## config.mk

```make
export PLATFORM = sky130hd
export DESIGN_NAME = command_frame_decimal_parser_unit
export DESIGN_NICKNAME = d
export VERILOG_FILES = /design/src/rtl/core/cfdp_pkg.sv /design/src/rtl/core/cfdp_in_reg.sv /design/src/rtl/core/cfdp_core.sv /design/src/rtl/core/cfdp_out_reg.sv /design/src/rtl/core/command_frame_decimal_parser_unit.sv
export SDC_FILE = /design/constraint.sdc
export NUM_CORES = 1
export LEC_CHECK = 0
export BUFFER_PORTS_ARGS = -buffer_cell sky130_fd_sc_hd__buf_2
export CORE_ASPECT_RATIO = 0.75
export CORE_MARGIN = 2
export CORE_UTILIZATION = 45
export CTS_CLUSTER_DIAMETER = 60
export DETAILED_ROUTE_END_ITERATION = 7
export PLACE_DENSITY = 0.7
export RECOVER_POWER = 50
export SETUP_SLACK_MARGIN = 0.1
export SKIP_CTS_REPAIR_TIMING = 1
export SLEW_MARGIN = 20
export SYNTH_ARGS = -nofsm -noshare
export SYNTH_HDL_FRONTEND = slang
export SYNTH_SLANG_ARGS = --single-unit
```

## constraint.sdc

```tcl
create_clock -name clk -period 9.7 [get_ports clk]
set_input_delay 0.485 -clock clk [delete_from_list [all_inputs] [get_ports clk]]
set_output_delay 0.485 -clock clk [all_outputs]
set_load 0.02 [all_outputs]
```

## src/rtl/core/cfdp_pkg.sv

```systemverilog
// Shared constants, types and register indexes for the command frame parser.
// No dependencies; imported by every module in rtl/core.
package cfdp_pkg;

    localparam int FRAME_LIMIT  = 49;
    localparam int VALUE_FIELDS = 5;
    localparam int OUT_VALUES   = 5;

    localparam int LEN_W   = $clog2(FRAME_LIMIT + 1);
    localparam int FIELD_W = $clog2(VALUE_FIELDS + 2);
    localparam int CFG_IDX_W = 2;

    localparam logic [7:0] START_RESET = 8'd83;
    localparam logic [7:0] END_RESET   = 8'd90;
    localparam logic [7:0] SEP_RESET   = 8'd44;

    localparam logic [7:0] CH_SPACE = 8'd32;
    localparam logic [7:0] CH_TAB   = 8'd9;
    localparam logic [7:0] CH_CR    = 8'd13;
    localparam logic [7:0] CH_PLUS  = 8'd43;
    localparam logic [7:0] CH_MINUS = 8'd45;
    localparam logic [7:0] CH_ZERO  = 8'd48;
    localparam logic [7:0] CH_NINE  = 8'd57;

    localparam logic [35:0] POS_LIMIT = 36'd2147483647;
    localparam logic [35:0] NEG_LIMIT = 36'd2147483648;

    localparam logic [CFG_IDX_W-1:0] CFG_START = 2'd0;
    localparam logic [CFG_IDX_W-1:0] CFG_END   = 2'd1;
    localparam logic [CFG_IDX_W-1:0] CFG_SEP   = 2'd2;

    typedef enum logic [1:0] {
        PH_SKIP,
        PH_DIGITS,
        PH_DONE
    } phase_t;

    typedef logic [LEN_W-1:0]   len_t;
    typedef logic [FIELD_W-1:0] field_t;
    typedef logic [VALUE_FIELDS-1:0][31:0] vals_t;

    typedef struct packed {
        logic [7:0] start_char;
        logic [7:0] end_char;
        logic [7:0] sep_char;
    } cfg_t;

    typedef struct packed {
        logic [3:0]                  msg_type;
        logic [OUT_VALUES-1:0][31:0] values;
    } result_t;

endpackage

```

## src/rtl/core/cfdp_in_reg.sv

```systemverilog
// Input register holding one received byte until the parser takes it.
// Depends on cfdp_pkg.
module cfdp_in_reg
    import cfdp_pkg::*;
(
    input  logic       clk,
    input  logic       rst_n,
    input  logic       in_valid,
    output logic       in_ready,
    input  logic [7:0] rx_byte,
    input  logic       advance,
    output logic       q_valid,
    output logic [7:0] q_byte
);

    logic       valid_reg;
    logic       valid_next;
    logic [7:0] byte_reg;

    assign in_ready = !valid_reg || advance;

    always_comb
    begin
        valid_next = valid_reg;
        if (advance)
        begin
            valid_next = 1'b0;
        end
        if (in_valid && in_ready)
        begin
            valid_next = 1'b1;
        end
    end

    always_ff @(posedge clk or negedge rst_n)
    begin
        if (!rst_n)
        begin
            valid_reg <= 1'b0;
        end
        else
        begin
            valid_reg <= valid_next;
        end
    end

    always_ff @(posedge clk)
    begin
        if (in_valid && in_ready)
        begin
            byte_reg <= rx_byte;
        end
    end

    assign q_valid = valid_reg;
    assign q_byte  = byte_reg;

endmodule

```

## src/rtl/core/cfdp_core.sv

```systemverilog
// Frame state and per-byte field parsing; one byte per cycle while advance is high.
// Depends on cfdp_pkg; feeds cfdp_out_reg.
module cfdp_core
    import cfdp_pkg::*;
(
    input  logic       clk,
    input  logic       rst_n,
    input  logic       advance,
    input  logic [7:0] rx_byte,
    input  cfg_t       cfg,
    output logic       emit,
    output result_t    res
);

    len_t       len_reg,   len_next;
    logic [3:0] type_reg,  type_next;
    field_t     fnum_reg,  fnum_next;
    phase_t     phase_reg, phase_next;
    logic       neg_reg,   neg_next;
    logic [31:0] acc_reg,  acc_next;
    vals_t      vals_reg,  vals_next;

    logic        is_digit;
    logic        is_space;
    logic [3:0]  digit;
    logic [35:0] prod;
    logic [35:0] limit;
    logic [31:0] acc_digit;
    logic        take;

    function automatic vals_t commit(vals_t v, field_t f, logic n, logic [31:0] a);
        vals_t r;
        r = v;
        for (int i = 0; i < VALUE_FIELDS; i++)
        begin
            if (f == FIELD_W'(i + 1))
            begin
                r[i] = n ? (32'd0 - a) : a;
            end
        end
        return r;
    endfunction

    assign is_digit = (rx_byte >= CH_ZERO) && (rx_byte <= CH_NINE);
    assign is_space = (rx_byte == CH_SPACE) || ((rx_byte >= CH_TAB) && (rx_byte <= CH_CR));
    assign digit    = 4'(rx_byte - CH_ZERO);

    // saturate when acc*10 + d would exceed the limit for this sign
    always_comb
    begin
        limit     = neg_reg ? NEG_LIMIT : POS_LIMIT;
        prod      = ({4'd0, acc_reg} << 3) + ({4'd0, acc_reg} << 1) + {32'd0, digit};
        acc_digit = (prod > limit) ? limit[31:0] : prod[31:0];
    end

    always_comb
    begin
        len_next   = len_reg;
        type_next  = type_reg;
        fnum_next  = fnum_reg;
        phase_next = phase_reg;
        neg_next   = neg_reg;
        acc_next   = acc_reg;
        vals_next  = vals_reg;
        take       = 1'b0;
        emit       = 1'b0;

        if (len_reg == '0)
        begin
            if (rx_byte == cfg.start_char)
            begin
                take       = 1'b1;
                len_next   = len_t'(1);
                fnum_next  = '0;
                phase_next = PH_SKIP;
                neg_next   = 1'b0;
                acc_next   = '0;
                vals_next  = '0;
            end
        end
        else
        begin
            take = 1'b1;
            if ((len_reg == len_t'(1)) && (rx_byte != cfg.start_char))
            begin
                type_next = is_digit ? digit : 4'd0;
            end
            len_next = len_reg + len_t'(1);
            if (rx_byte == cfg.sep_char)
            begin
                vals_next = commit(vals_reg, fnum_reg, neg_reg, acc_reg);
                if (fnum_reg <= field_t'(VALUE_FIELDS))
                begin
                    fnum_next = fnum_reg + field_t'(1);
                end
                phase_next = PH_SKIP;
                neg_next   = 1'b0;
                acc_next   = '0;
            end
            else if ((fnum_reg >= field_t'(1)) && (fnum_reg <= field_t'(VALUE_FIELDS)))
            begin
                unique case (phase_reg)
                    PH_SKIP:
                    begin
                        if (is_space)
                        begin
                            phase_next = PH_SKIP;
                        end
                        else if ((rx_byte == CH_PLUS) || (rx_byte == CH_MINUS))
                        begin
                            neg_next   = (rx_byte == CH_MINUS);
                            phase_next = PH_DIGITS;
                        end
                        else if (is_digit)
                        begin
                            phase_next = PH_DIGITS;
                            acc_next   = acc_digit;
                        end
                        else
                        begin
                            phase_next = PH_DONE;
                        end
                    end
                    PH_DIGITS:
                    begin
                        if (is_digit)
                        begin
                            acc_next = acc_digit;
                        end
                        else
                        begin
                            phase_next = PH_DONE;
                        end
                    end
                    default:
                    begin
                        phase_next = phase_reg;
                    end
                endcase
            end
        end

        if (take && (rx_byte == cfg.end_char))
        begin
            emit       = 1'b1;
            vals_next  = commit(vals_next, fnum_next, neg_next, acc_next);
            len_next   = '0;
            fnum_next  = '0;
            phase_next = PH_SKIP;
            neg_next   = 1'b0;
            acc_next   = '0;
        end
        else if (take && (len_next >= len_t'(FRAME_LIMIT)))
        begin
            len_next   = '0;
            fnum_next  = '0;
            phase_next = PH_SKIP;
            neg_next   = 1'b0;
            acc_next   = '0;
        end
    end

    always_comb
    begin
        res.msg_type = type_next;
        res.values   = '0;
        for (int i = 0; i < OUT_VALUES; i++)
        begin
            if (i < VALUE_FIELDS)
            begin
                res.values[i] = vals_next[i];
            end
        end
    end

    always_ff @(posedge clk or negedge rst_n)
    begin
        if (!rst_n)
        begin
            len_reg   <= '0;
            type_reg  <= '0;
            fnum_reg  <= '0;
            phase_reg <= PH_SKIP;
            neg_reg   <= 1'b0;
            acc_reg   <= '0;
            vals_reg  <= '0;
        end
        else if (advance)
        begin
            len_reg   <= len_next;
            type_reg  <= type_next;
            fnum_reg  <= fnum_next;
            phase_reg <= phase_next;
            neg_reg   <= neg_next;
            acc_reg   <= acc_next;
            vals_reg  <= vals_next;
        end
    end

    a_len_below_limit: assert property (@(posedge clk) disable iff (!rst_n)
        len_reg < len_t'(FRAME_LIMIT))
        else $error("frame length reached limit without drop");

    a_idle_clean: assert property (@(posedge clk) disable iff (!rst_n)
        (len_reg == '0) |-> ((fnum_reg == '0) && (phase_reg == PH_SKIP) && (acc_reg == '0)))
        else $error("number state not cleared while idle");

    a_skip_clear: assert property (@(posedge clk) disable iff (!rst_n)
        (phase_reg == PH_SKIP) |-> ((acc_reg == '0) && !neg_reg))
        else $error("accumulator or sign set while skipping spaces");

    a_acc_sat: assert property (@(posedge clk) disable iff (!rst_n)
        acc_reg <= NEG_LIMIT[31:0])
        else $error("accumulator beyond saturation limit");

    a_len_step: assert property (@(posedge clk) disable iff (!rst_n)
        (advance && (len_reg != '0) && (len_next != '0)) |=>
        (len_reg == $past(len_reg) + len_t'(1)))
        else $error("frame length did not step by one");

endmodule

```

## src/rtl/core/cfdp_out_reg.sv

```systemverilog
// Result register: action flag decode and the output handshake.
// Depends on cfdp_pkg; takes results from cfdp_core.
module cfdp_out_reg
    import cfdp_pkg::*;
(
    input  logic               clk,
    input  logic               rst_n,
    input  logic               load,
    input  result_t            res,
    output logic               out_valid,
    input  logic               out_ready,
    output logic [3:0]         msg_type,
    output logic signed [31:0] value_a,
    output logic signed [31:0] value_b,
    output logic signed [31:0] value_c,
    output logic signed [31:0] value_d,
    output logic signed [31:0] value_e,
    output logic               recognized,
    output logic               send_ack,
    output logic               clear_target,
    output logic               link_alive
);

    logic    valid_reg, valid_next;
    result_t res_reg;
    logic    recog_reg, ack_reg, clear_reg, alive_reg;
    logic    recog_c, ack_c, clear_c, alive_c;

    always_comb
    begin
        recog_c = 1'b0;
        ack_c   = 1'b0;
        case (res.msg_type) inside
            4'd1, 4'd2, 4'd4, 4'd5, 4'd6:
            begin
                recog_c = 1'b1;
                ack_c   = 1'b1;
            end
            4'd3, 4'd8:
            begin
                recog_c = 1'b1;
            end
            default:
            begin
                recog_c = 1'b0;
            end
        endcase
        alive_c = (res.msg_type == 4'd8);
        clear_c = (res.msg_type == 4'd3) && (res.values[1] == 32'd3);
    end

    always_comb
    begin
        valid_next = valid_reg;
        if (out_ready)
        begin
            valid_next = 1'b0;
        end
        if (load)
        begin
            valid_next = 1'b1;
        end
    end

    always_ff @(posedge clk or negedge rst_n)
    begin
        if (!rst_n)
        begin
            valid_reg <= 1'b0;
        end
        else
        begin
            valid_reg <= valid_next;
        end
    end

    always_ff @(posedge clk)
    begin
        if (load)
        begin
            res_reg   <= res;
            recog_reg <= recog_c;
            ack_reg   <= ack_c;
            clear_reg <= clear_c;
            alive_reg <= alive_c;
        end
    end

    assign out_valid    = valid_reg;
    assign msg_type     = res_reg.msg_type;
    assign value_a      = res_reg.values[0];
    assign value_b      = res_reg.values[1];
    assign value_c      = res_reg.values[2];
    assign value_d      = res_reg.values[3];
    assign value_e      = res_reg.values[4];
    assign recognized   = recog_reg;
    assign send_ack     = ack_reg;
    assign clear_target = clear_reg;
    assign link_alive   = alive_reg;

endmodule

```

## src/rtl/core/command_frame_decimal_parser_unit.sv

```systemverilog
// Top level of the command frame decimal parser: config registers and wiring.
// Depends on cfdp_pkg, cfdp_in_reg, cfdp_core, cfdp_out_reg.
//
//  channel  signals                          direction
//  in       in_valid/in_ready, rx_byte       byte stream in
//  out      out_valid/out_ready, msg_type,   one result per frame end
//           value_a..value_e, flags
//  cfg      cfg_valid/cfg_ready,             register writes, always ready
//           cfg_index, cfg_data
//
// One item per cycle sustained unless out_ready stalls; a byte is held in the input
// register, then parsed into the result register.
// The parse step is a single multiply-by-ten, add and saturate compare.
// A pending result that is not taken holds the input register; in_ready
// follows out_ready combinationally. Reset clears all frame state at once.
module command_frame_decimal_parser_unit
    import cfdp_pkg::*;
(
    input  logic                 clk,
    input  logic                 rst_n,
    input  logic                 in_valid,
    output logic                 in_ready,
    input  logic [7:0]           rx_byte,
    output logic                 out_valid,
    input  logic                 out_ready,
    output logic [3:0]           msg_type,
    output logic signed [31:0]   value_a,
    output logic signed [31:0]   value_b,
    output logic signed [31:0]   value_c,
    output logic signed [31:0]   value_d,
    output logic signed [31:0]   value_e,
    output logic                 recognized,
    output logic                 send_ack,
    output logic                 clear_target,
    output logic                 link_alive,
    input  logic                 cfg_valid,
    output logic                 cfg_ready,
    input  logic [CFG_IDX_W-1:0] cfg_index,
    input  logic [7:0]           cfg_data
);

    cfg_t       cfg_reg;
    logic       q_valid;
    logic [7:0] q_byte;
    logic       advance;
    logic       emit;
    result_t    res;

    assign cfg_ready = 1'b1;

    always_ff @(posedge clk or negedge rst_n)
    begin
        if (!rst_n)
        begin
            cfg_reg.start_char <= START_RESET;
            cfg_reg.end_char   <= END_RESET;
            cfg_reg.sep_char   <= SEP_RESET;
        end
        else if (cfg_valid && cfg_ready)
        begin
            unique case (cfg_index)
                CFG_START: cfg_reg.start_char <= cfg_data;
                CFG_END:   cfg_reg.end_char   <= cfg_data;
                CFG_SEP:   cfg_reg.sep_char   <= cfg_data;
                default:   cfg_reg            <= cfg_reg;
            endcase
        end
    end

    assign advance = q_valid && (!out_valid || out_ready);

    cfdp_in_reg u_in_reg (
        .clk      (clk),
        .rst_n    (rst_n),
        .in_valid (in_valid),
        .in_ready (in_ready),
        .rx_byte  (rx_byte),
        .advance  (advance),
        .q_valid  (q_valid),
        .q_byte   (q_byte)
    );

    cfdp_core u_core (
        .clk     (clk),
        .rst_n   (rst_n),
        .advance (advance),
        .rx_byte (q_byte),
        .cfg     (cfg_reg),
        .emit    (emit),
        .res     (res)
    );

    cfdp_out_reg u_out_reg (
        .clk          (clk),
        .rst_n        (rst_n),
        .load         (advance && emit),
        .res          (res),
        .out_valid    (out_valid),
        .out_ready    (out_ready),
        .msg_type     (msg_type),
        .value_a      (value_a),
        .value_b      (value_b),
        .value_c      (value_c),
        .value_d      (value_d),
        .value_e      (value_e),
        .recognized   (recognized),
        .send_ack     (send_ack),
        .clear_target (clear_target),
        .link_alive   (link_alive)
    );

endmodule
```

==> impl_metrics.ini <==
[pwr]
vdd_drop_max_mv = 0.155
power_leakage_uw = 0.0116
power_density_nw_per_um2 = 227

[global_routing]
antenna_found_initial = 3
grt_max_degree = 99
grt_pass1_wl_um = 121000
grt_pass1_vias = 20400
grt_use_total_pct = 27.4
grt-ovfl-total = 0

[routing]
drcViolationCount = 0
ant_nets = 0
wl_per_cell_um = 22.5
wl_um = 79000
drt_first_pass_iters = 6
via_per_inst = 6.25
drtIter0Drc = 2688
vias = 21900

[cts]
htreeDepth = 2
cts.path.max_buffers = 3
path_clk_slew_ns = 0.07
clock_latency_ns = 0.59
cts_buffers = 42
cts_tree = built
clock_sinks = 410
clock_tree.root_cell = clkbuf_16

[synthesis]
synth_top_family_by_area = compound AO/OA/AOI/OAI gates
synthCells = 2643
synth-edff-count = 176
synth_compound_area_share_pct = 20.0
syn_avg_cell_area_um2 = 9.28
synth.area.mux_share_pct = 2.94
synth_seq_cells = 410
synth_nets = 2773
synth-xor-area-share_pct = 4.14
netlist_area_um2 = 24500
synthAdderAreaFrac_pct = 5.52
synth_simple_gate_area_share_pct = 18.0
ys_seq_area_share_pct = 45.5
synth-async-reset-ratio_pct = 57.1
netlist.area_leader.share_pct = 22.7
ys_types = 116
synth_top_flop_cell = dfrtp_1
synth-warning-count = 0
synth_area_leader_cell = dfrtp_1
yosys-top-cells-area = dfrtp_1, edfxtp_1, nand2_1

[timing]
fmax_mhz = 111
hold_viol_final = 0
finalSetupViolations = 0
min_period_ns = 9.00
grt_setup_unrepaired = no
fin_ws_ns = 0.696
fin_setup_tns_ns = 0
max-slew-margin-rel_pct = -273
finalCritPeriodShare_pct = 92.8
fin_skew_ns = 0.0237
worst_pin_slew_ns = 5.60
maxSlewViolCount = 202

[worst_setup_path]
crit_end = u_out_reg.clear_target
r2r-end = u_out_reg.clear_target
worstSetupStartpointType = flip-flop
reg2reg_depth = 33
arrival_ns = 9.45
end_kind = flip-flop
cp_max_fo = 10
rrSetupSlack_ns = 0.70
critPathLaunch = u_in_reg.q_byte[3]
cpMaxStageDelayCell = fa_1
cp.required_ns = 10.15
slowest_delay_ns = 0.60
critPathKind = flip-flop to flip-flop
r2r_start = u_in_reg.q_byte[3]

[worst_hold_path]
min_path_type = input port to flip-flop

[layout]
nNetsFinal = 2879
largest_reg_flops = 160
fillers = 5032
drive_above_1_share_pct = 9.99
final_cell_mix = nand2_1, dfrtp_1, o21ai_0
final_common_cell = nand2_1
synthToLayoutAreaGrowth_pct = 10.9

[placement]
dpl_worst_slack_ns = 0.591
dp_hpwl_um = 56500
gp_congestion = 0.983
io_buffers = 192

[die]
ios = 194
die_w_um = 274
dieArea_um2 = 56400
die_height_um = 206
coreArea_um2 = 54200
initial_core_util_pct = 45.3
rows = 74

[outcome]
violations = capacitance limit, slew limit
status = finished with violations

[run]
drv_cap = 3
cells in the mapped netlist, types with 8 or more instances:
cell type,n
a41oi_1,10
a21o_1,15
mux2i_1,8
a211oi_1,24
inv_1,33
xor2_1,48
nor3_1,24
a22o_1,15
nand4_1,26
ha_1,105
dfstp_2,11
nor2_1,189
a32o_1,8
and3_1,20
a31oi_1,38
and2_1,16
dfrtp_1,223
clkbuf_1,130
o21ai_0,192
edfxtp_1,176
nand3_1,56
nand2_1,582
a22oi_1,32
a21oi_1,187
a311oi_1,57
buf_2,19
o211ai_1,14
a221oi_1,13
or3_1,10
buf_6,11
o21a_1,10
nor4_1,15
xnor2_1,66
o31ai_1,15
mux2_2,57
stage by stage:
| step | power [µW] | util, % | hold slack, ns | cells | area, µm² |
|---|---|---|---|---|---|
| 6_report | 6190 | 50.2 | 0.0883 | 3506 | 27200 |
| 5_1_grt | 6450 | 50.2 | 0.0786 | 3505 | 27200 |
| 4_1_cts | 6120 | 50.6 | -0.0234 | 3503 | 27400 |
| 3_5_place_dp | 4420 | 48.0 | 0.462 | 3425 | 26000 |
| 3_3_place_gp | 4350 | 48.0 | 0.455 | 3425 | 26000 |
| 2_1_floorplan | 3640 | - | 0.189 | 2643 | 24500 |
power by group:
group	internal, µW	switching (µW)
registers	1920	150
logic	717	1710
clock network	959	732
area by class of cell:
type	count	area [µm²]	area share (%)
Multi-Input combinational cell	2020	12500	45.9
Sequential cell	410	11200	41.0
Clock buffer	53	1100	4.05
Timing Repair Buffer	241	1100	4.03
Tap cell	722	903	3.32
Clock inverter	25	330	1.21
Inverter	34	128	0.469
Antenna cell	1	2.50	0.00919
cell families after synthesis:
group / Yosys count
fa+ha+maj: 107
flops: 410
compound gates: 729
xor+xnor: 115
mux: 65
buf+inv: 213
simple gates: 1003
other cells: 1
worst min-delay path by stage:
stage	cells past startpoint	startpoint	endpoint
after global routing	1	rx_byte[6]	u_in_reg.q_byte[6]
after global placement	2	u_core.type_reg[2]	u_core.type_reg[2]
after CTS	1	rst_n	u_core.vals_reg[153]
after floorplan	0	rst_n	cfg_reg[0]
after detailed placement	2	u_core.vals_reg[33]	u_core.vals_reg[33]
final	1	rx_byte[5]	u_in_reg.q_byte[5]
worst max-delay path, delay by kind of cell (launching register included):
kind                     cells  cell delay (ns)
XOR/XNOR                     2             0.37
flip-flops                   1             0.58
AO/OA/AOI/OAI               17             3.79
adder cells (fa/ha/maj)      4             1.61
AND/OR/NAND/NOR              6             1.72
buffers and inverters        4             0.77
routing by layer:
| layer | routed length [µm] | track usage, % | vias up | share of wire, % |
|---|---|---|---|---|
| met5 | 33 | 0 | - | 0.042 |
| met4 | 2490 | 9.15 | 6 | 3.1 |
| met3 | 8430 | 6.22 | 193 | 11 |
| met2 | 34500 | 40.6 | 1249 | 44 |
| met1 | 33600 | 39.6 | 10600 | 43 |
| li1 | - | - | 9834 | - |
(Power assumes the default switching activity.)
